$ cat config.mk
export PLATFORM = sky130hd
export DESIGN_NAME = bounded_distinct_value_set
export DESIGN_NICKNAME = d
export VERILOG_FILES = /design/src/sv/bdvs_pkg.sv /design/src/sv/bdvs_ctrl.sv /design/src/sv/bdvs_dp.sv /design/src/sv/bounded_distinct_value_set.sv
export SDC_FILE = /design/constraint.sdc
export NUM_CORES = 2
export LEC_CHECK = 0
export ABC_AREA = 0
export ABC_CLOCK_PERIOD_IN_PS = 7000
export BUFFER_PORTS_ARGS = -buffer_cell sky130_fd_sc_hd__buf_4
export CAP_MARGIN = 15
export CORE_MARGIN = 5
export CORE_UTILIZATION = 50
export DETAILED_ROUTE_END_ITERATION = 8
export GPL_ROUTABILITY_DRIVEN = 0
export PLACE_DENSITY = 0.65
export SETUP_SLACK_MARGIN = 0.5
export SYNTH_ARGS = -nofsm -noshare
export SYNTH_HDL_FRONTEND = slang
export SYNTH_HIERARCHICAL = 1
export SYNTH_SLANG_ARGS = --single-unit
export TNS_END_PERCENT = 5
$ cat constraint.sdc
create_clock -name clk_i -period 7 [get_ports clk_i]
set_input_delay 0.35 -clock clk_i [delete_from_list [all_inputs] [get_ports clk_i]]
set_output_delay 0.35 -clock clk_i [all_outputs]
set_load 0.01 [all_outputs]
$ cat src/sv/bdvs_pkg.sv
// bdvs_pkg: shared types and command codes of the bounded distinct value set
// used by bdvs_ctrl, bdvs_dp and bounded_distinct_value_set; no dependencies
package bdvs_pkg;

  // request codes, code 3 is unused and leaves the store unchanged
  localparam logic [1:0] CMD_ADD    = 2'd0;
  localparam logic [1:0] CMD_REMOVE = 2'd1;
  localparam logic [1:0] CMD_SEARCH = 2'd2;

  // largest value the count field can show
  localparam int unsigned COUNT_MAX = 127;

  typedef struct packed {
    logic [1:0]         command;
    logic signed [31:0] value;
  } in_t;

  typedef struct packed {
    logic       ok;
    logic [6:0] count;
    logic       empty_res;
  } out_t;

  // controller to datapath
  typedef struct packed {
    logic clear_step;
    logic load;
    logic scan_step;
    logic commit;
    logic publish;
  } ctrl_cmd_t;

  // datapath to controller
  typedef struct packed {
    logic addr_last;
    logic out_free;
  } dp_status_t;

endpackage

$ cat src/sv/bdvs_ctrl.sv
// bdvs_ctrl: sequencer for clear, scan, commit and result hand-off
// depends on bdvs_pkg for the command and status structs
module bdvs_ctrl
  import bdvs_pkg::*;
(
  input  logic       clk_i,
  input  logic       rst_ni,
  input  logic       in_valid_i,
  output logic       in_stall_o,
  input  dp_status_t status_i,
  output ctrl_cmd_t  cmd_o
);

  typedef enum logic [5:0] {
    ST_CLEAR  = 6'b000001,
    ST_IDLE   = 6'b000010,
    ST_SCAN   = 6'b000100,
    ST_DRAIN  = 6'b001000,
    ST_COMMIT = 6'b010000,
    ST_DONE   = 6'b100000
  } state_e;

  state_e state_q, state_d;

  always_comb begin
    state_d = state_q;
    cmd_o   = '0;
    in_stall_o = 1'b1;
    unique case (state_q)
      ST_CLEAR: begin
        cmd_o.clear_step = 1'b1;
        if (status_i.addr_last) state_d = ST_IDLE;
      end
      ST_IDLE: begin
        in_stall_o = 1'b0;
        if (in_valid_i) begin
          cmd_o.load = 1'b1;
          state_d    = ST_SCAN;
        end
      end
      ST_SCAN: begin
        cmd_o.scan_step = 1'b1;
        if (status_i.addr_last) state_d = ST_DRAIN;
      end
      ST_DRAIN: begin
        state_d = ST_COMMIT;
      end
      ST_COMMIT: begin
        cmd_o.commit = 1'b1;
        state_d      = ST_DONE;
      end
      ST_DONE: begin
        if (status_i.out_free) begin
          cmd_o.publish = 1'b1;
          state_d       = ST_IDLE;
        end
      end
      default: state_d = ST_CLEAR;
    endcase
  end

  always_ff @(posedge clk_i or negedge rst_ni) begin
    if (!rst_ni) begin
      state_q <= ST_CLEAR;
    end else begin
      state_q <= state_d;
    end
  end

endmodule

$ cat src/sv/bdvs_dp.sv
// bdvs_dp: slot memory, scan address counter, match and free-slot capture,
// element count and output register; depends on bdvs_pkg
module bdvs_dp
  import bdvs_pkg::*;
#(
  parameter int unsigned CAPACITY = 64
) (
  input  logic       clk_i,
  input  logic       rst_ni,
  input  ctrl_cmd_t  cmd_i,
  output dp_status_t status_o,
  input  in_t        in_i,
  output logic       out_valid_o,
  input  logic       out_stall_i,
  output out_t       out_o
);

  localparam int unsigned AW = (CAPACITY > 1) ? $clog2(CAPACITY) : 1;
  localparam int unsigned CW = $clog2(CAPACITY + 1);

  // each word: valid mark on top, value below
  logic [32:0]         mem_q [CAPACITY];
  logic [32:0]         rdata_q;
  logic                rd_pend_q;
  logic [AW-1:0]       rd_idx_q;
  logic [AW-1:0]       addr_q;
  logic                addr_last;

  logic [1:0]          command_q;
  logic [31:0]         value_q;
  logic                hit_q, free_q;
  logic [AW-1:0]       hit_idx_q, free_idx_q;
  logic [CW-1:0]       count_q;
  logic                ok_q;
  logic                out_valid_q;
  out_t                out_q;

  logic                we;
  logic [AW-1:0]       waddr;
  logic [32:0]         wdata;
  logic                add_ok;
  logic                rem_ok;
  logic [6:0]          count_sat;

  assign addr_last = (addr_q == AW'(CAPACITY - 1));

  assign add_ok = (command_q == CMD_ADD) && !hit_q && free_q;
  assign rem_ok = (command_q == CMD_REMOVE) && hit_q;

  always_comb begin
    we    = 1'b0;
    waddr = addr_q;
    wdata = '0;
    if (cmd_i.clear_step) begin
      we = 1'b1;
    end else if (cmd_i.commit && add_ok) begin
      we    = 1'b1;
      waddr = free_idx_q;
      wdata = {1'b1, value_q};
    end else if (cmd_i.commit && rem_ok) begin
      we    = 1'b1;
      waddr = hit_idx_q;
    end
  end

  // slot memory, one write and one registered read per cycle
  always_ff @(posedge clk_i) begin
    if (we) mem_q[waddr] <= wdata;
    if (cmd_i.scan_step) rdata_q <= mem_q[addr_q];
  end

  always_ff @(posedge clk_i or negedge rst_ni) begin
    if (!rst_ni) begin
      addr_q      <= '0;
      rd_pend_q   <= 1'b0;
      hit_q       <= 1'b0;
      free_q      <= 1'b0;
      count_q     <= '0;
      out_valid_q <= 1'b0;
    end else begin
      rd_pend_q <= cmd_i.scan_step;
      if (cmd_i.clear_step || cmd_i.scan_step) begin
        addr_q <= addr_last ? '0 : addr_q + AW'(1);
      end
      if (cmd_i.load) begin
        hit_q  <= 1'b0;
        free_q <= 1'b0;
      end else if (rd_pend_q) begin
        if (rdata_q[32] && (rdata_q[31:0] == value_q) && !hit_q) hit_q <= 1'b1;
        if (!rdata_q[32] && !free_q) free_q <= 1'b1;
      end
      if (cmd_i.commit) begin
        if (add_ok) count_q <= count_q + CW'(1);
        else if (rem_ok) count_q <= count_q - CW'(1);
      end
      if (cmd_i.publish) out_valid_q <= 1'b1;
      else if (!out_stall_i) out_valid_q <= 1'b0;
    end
  end

  always_comb begin
    if (32'(count_q) > COUNT_MAX) count_sat = 7'(COUNT_MAX);
    else count_sat = 7'(count_q);
  end

  // payload registers
  always_ff @(posedge clk_i) begin
    if (cmd_i.scan_step) rd_idx_q <= addr_q;
    if (cmd_i.load) begin
      command_q <= in_i.command;
      value_q   <= in_i.value;
    end
    if (rd_pend_q && !cmd_i.load) begin
      if (rdata_q[32] && (rdata_q[31:0] == value_q) && !hit_q) hit_idx_q <= rd_idx_q;
      if (!rdata_q[32] && !free_q) free_idx_q <= rd_idx_q;
    end
    if (cmd_i.commit) ok_q <= add_ok || rem_ok || ((command_q == CMD_SEARCH) && hit_q);
    if (cmd_i.publish) begin
      out_q.ok        <= ok_q;
      out_q.count     <= count_sat;
      out_q.empty_res <= (count_q == '0);
    end
  end

  assign status_o.addr_last = addr_last;
  assign status_o.out_free  = !out_valid_q || !out_stall_i;
  assign out_valid_o        = out_valid_q;
  assign out_o              = out_q;

endmodule

$ cat src/sv/bounded_distinct_value_set.sv
// bounded_distinct_value_set: top level of the fixed-capacity value set
// instantiates bdvs_ctrl and bdvs_dp, types from bdvs_pkg
//
// Set of up to CAPACITY distinct signed 32-bit values. Each request beat
// carries a command (add, remove, search) and a value; each produces exactly
// one result beat with ok, the element count after the request (saturating
// at 127) and an empty flag. Slots live in a single-port-write memory of
// CAPACITY words, each word a valid mark plus the value. After reset the block
// clears the valid marks of all slots and holds in_stall_o high during that
// sweep. Each accepted request then reads the memory one slot per cycle
// across all CAPACITY slots, waits for the last read data, commits, and
// publishes to the result register once the output is free. No new request
// is taken before the previous one is published; the pace is set by the
// single memory read port walking every slot. The next request is accepted
// as soon as the result is registered, even while that result beat is still
// stalled at the output.
module bounded_distinct_value_set
  import bdvs_pkg::*;
#(
  parameter int unsigned CAPACITY = 64
) (
  input  logic clk_i,
  input  logic rst_ni,
  input  logic in_valid_i,
  output logic in_stall_o,
  input  in_t  in_i,
  output logic out_valid_o,
  input  logic out_stall_i,
  output out_t out_o
);

  ctrl_cmd_t  cmd;
  dp_status_t status;

  // sequencer: clear sweep, scan, commit, result hand-off
  bdvs_ctrl u_ctrl (
    .clk_i      (clk_i),
    .rst_ni     (rst_ni),
    .in_valid_i (in_valid_i),
    .in_stall_o (in_stall_o),
    .status_i   (status),
    .cmd_o      (cmd)
  );

  // slot memory, match and free-slot search, count and result register
  bdvs_dp #(
    .CAPACITY (CAPACITY)
  ) u_dp (
    .clk_i       (clk_i),
    .rst_ni      (rst_ni),
    .cmd_i       (cmd),
    .status_o    (status),
    .in_i        (in_i),
    .out_valid_o (out_valid_o),
    .out_stall_i (out_stall_i),
    .out_o       (out_o)
  );

endmodule

==> qor.yml <==
logic_synthesis:
  ys_ff_latch: 2230
  synth_edf_count: 2207
  muxShareOfSynthArea_pct: 15.6
  synthSimpleGateAreaFrac_pct: 1.98
  ys_warn_count: 6
  synthAdderAreaFrac_pct: 0.125
  syn_avg_cell_area_um2: 21.9
  synth.top_cell.area_share_pct: 77.2
  synth_area_leaders: "edfxtp_1 77%, mux4_2 13%, mux2i_1 2.1%"
  yosysSeqAreaShare_pct: 77.9
  synth_top_family_by_area: "multiplexers"
  ys.flop_type: "edfxtp_1"
  synth_xor_area_share_pct: 0.439
  synthArstFlopShare_pct: 1.03
  synth_compound_area_share_pct: 2.66
  syn_area_um2: 85800
  synth_cells: 3915
  synth_largest_area_cell: "edfxtp_1"
  ys_types: 72
  synthesis.nets: 3961
layout:
  stdcell_count: 6492
  design_area_um2: 96500
  final_cell_mix: "2207 x edfxtp_1, 494 x mux4_2, 214 x clkbuf_16"
  nets: 4140
  num_antenna_cells: 0
  drive_above_1_share_pct: 26.0
  area_delta_synth_final_pct: 12.4
  final_common_cell: "edfxtp_1"
pwr:
  power_density_nw_per_um2: 389
  p_leak_nw: 27.6
  peakVddDrop_mv: 0.322
  power_mw: 37.5
grt:
  antenna_found_initial: 6
  grt_pass1_wl_um: 307000
  grt_max_degree: 130
  grt.total_usage_pct: 24.1
  grt_pass1_vias: 40400
  grt_remaining_overflow: 0
floorplanning:
  start_util_pct: 50.1
  coreArea_um2: 171000
  rows: 152
  die_w_um: 424
  dieArea_um2: 180000
  die_y_um: 424
  ioPinCount: 49
clock_network:
  clock_path_buffers: 3
  path_clk_slew_ns: 0.06
  clock-sinks: 2230
  postCtsSetupRepairBufs: 0
  cts-root-buf: "clkbuf_16"
  clk-insertion-delay-late_ns: 0.86
  cts_tree: "yes"
  ctsHtreeMaxLevel: 4
  numCtsBuffers: 214
sta:
  finalCritPeriodShare_pct: 79.0
  max_freq_mhz: 181
  rsz0062_at_grt: "no"
  fin_crit_ns: 5.53
  relSlewSlack_pct: 9.76
  drv_slew: 0
  tightest_slew_ns: 1.35
  finClkSkew_ns: 0.0534
  setup_viol: 0
  hold_viol: 0
  fin_tns_setup_ns: 0
flow_run:
  drv_cap: 0
route:
  wl_um: 216000
  vias_per_cell: 6.30
  drc: 0
  drtIter0Drc: 5184
  routedWlPerCell_um: 33.3
  postRouteAntennaNets: 0
  vias: 40913
  drt_first_pass_iters: 7
placement:
  place_area_um2: 89300
  dp_hpwl_um: 126000
  port_buffers: 48
  dp_cells: 6066
critical_path:
  cp.required_ns: 7.43
  crit_path_end_kind: "flop"
  reg2reg_depth: 9
  cp-endpoint: "u_dp/mem_q[4][22]"
  rr_startpoint: "u_ctrl/state_q[2]"
  cp_max_fo: 33
  path_class: "reg2reg"
  crit_start: "u_ctrl/state_q[2]"
  crit_arrival_ns: 5.96
  cp-start-kind: "flop"
  rrSetupSlack_ns: 1.47
  worstReg2RegEnd: "u_dp/mem_q[4][22]"
run_status:
  status: "finished, final reports clean"
hold_path:
  hold_class: "in2reg"
[cells by family (layout without fill, tap and decap cells)]
logic type,count (synthesis),after routing
buffers and inverters,226,570
xor gates and xnor gates,43,43
AOI/OAI and AO/OA,341,341
adders and majority gates,8,8
muxes,717,717
and+or+nand+nor,350,350
DFF,2230,2230
[worst max-delay path, stage by stage, from the launching register on]
cell	delay (ns)
dfrtp_1	0.51
nor4_2	0.43
and3_1	0.31
or3b_1	0.26
or2_2	0.20
clkinv_2	0.41
a222oi_1	1.15
nor2b_1	0.34
nand2_2	0.43
nor2_4	1.02
[report_power, final]
group	internal [mW]	total [mW]	switching, mW
combinational	3.82	10.1	6.32
clock	6.14	11.0	4.87
sequential	15.8	16.3	0.524
[metrics by stage]
stage               hold slack [ns]  utilization [%]  setup slack, ns
floorplan                    0.0544                -             2.53
global placement              0.285             52.2             1.71
detailed placement            0.283             52.2             1.59
CTS                           0.147             56.3             1.48
global route                  0.174             56.4             1.25
finish                        0.211             56.4             1.47
[state kept, by name (all words and copies together), names as in the netlist]
signal / flops
u_dp/mem_q: 2112
u_dp/rd_idx_q: 6
u_dp/hit_idx_q: 6
u_dp/out_o: 9
u_dp/free_q: 1
u_dp/free_idx_q: 6
u_dp/rdata_q: 33
u_dp/count_q: 7
u_dp/hit_q: 1
u_dp/ok_q: 1
u_ctrl/state_q: 6
u_dp/command_q: 2
u_dp/out_valid_o: 1
u_dp/value_q: 32
u_dp/rd_pend_q: 1
u_dp/addr_q: 6
[timing repair]
item                                   4_1_cts  5_1_grt
hold buffers                                39        0
resized for setup                            0        0
endpoints found under the hold margin       61        0
[layout make-up]
| class | count | area (µm²) |
|---|---|---|
| Clock buffer | 247 | 5480 |
| Clock inverter | 134 | 1150 |
| Fill cell | 12414 | 74700 |
| Inverter | 12 | 46.3 |
| Multi-Input combinational cell | 1459 | 18500 |
| Sequential cell | 2230 | 66900 |
| Tap cell | 2233 | 2790 |
| Timing Repair Buffer | 177 | 1660 |
[worst min path at each step]
stage / startpoint / to / slack (ns) / cells after the start
floorplan: rst_ni / u_ctrl/state_q[1] / 0.05 / 0
global placement: rst_ni / u_dp/count_q[1] / 0.28 / 1
detailed placement: rst_ni / u_dp/count_q[1] / 0.28 / 1
CTS: in_i[29] / u_dp/value_q[29] / 0.15 / 2
global route: in_i[2] / u_dp/value_q[2] / 0.17 / 2
finish: in_i[2] / u_dp/value_q[2] / 0.21 / 2
[Yosys cell counts, types with 7 or more instances]
library cell and n:
nand4_1 9, a211o_1 7, edfxtp_1 2207, nor2_1 129
and2_1 43, a221oi_1 44, buf_1 23, buf_4 25
mux2_2 45, mux4_2 494, buf_2 66, ha_1 7
nand2_1 67, a21oi_1 72, o21ai_0 80, nand3_1 31
a22oi_1 43, inv_1 10, o311ai_0 7, xnor2_1 34
o221ai_1 26, or2_2 11, clkbuf_1 92, nor2b_1 12
mux2i_1 178, o22ai_1 17, a32oi_1 9, xor2_1 9
dfrtp_1 22, a211oi_1 10
[routing by layer]
metal / share of wire, % / up-vias / track usage (%)
li1: - / 16852 / -
met1: 38 / 21790 / 32.7
met2: 50 / 1915 / 39.7
met3: 7.8 / 356 / 4.21
met4: 4.2 / 0 / 9.11
met5: 0 / - / 0
Power figures use the tool's default switching activity.
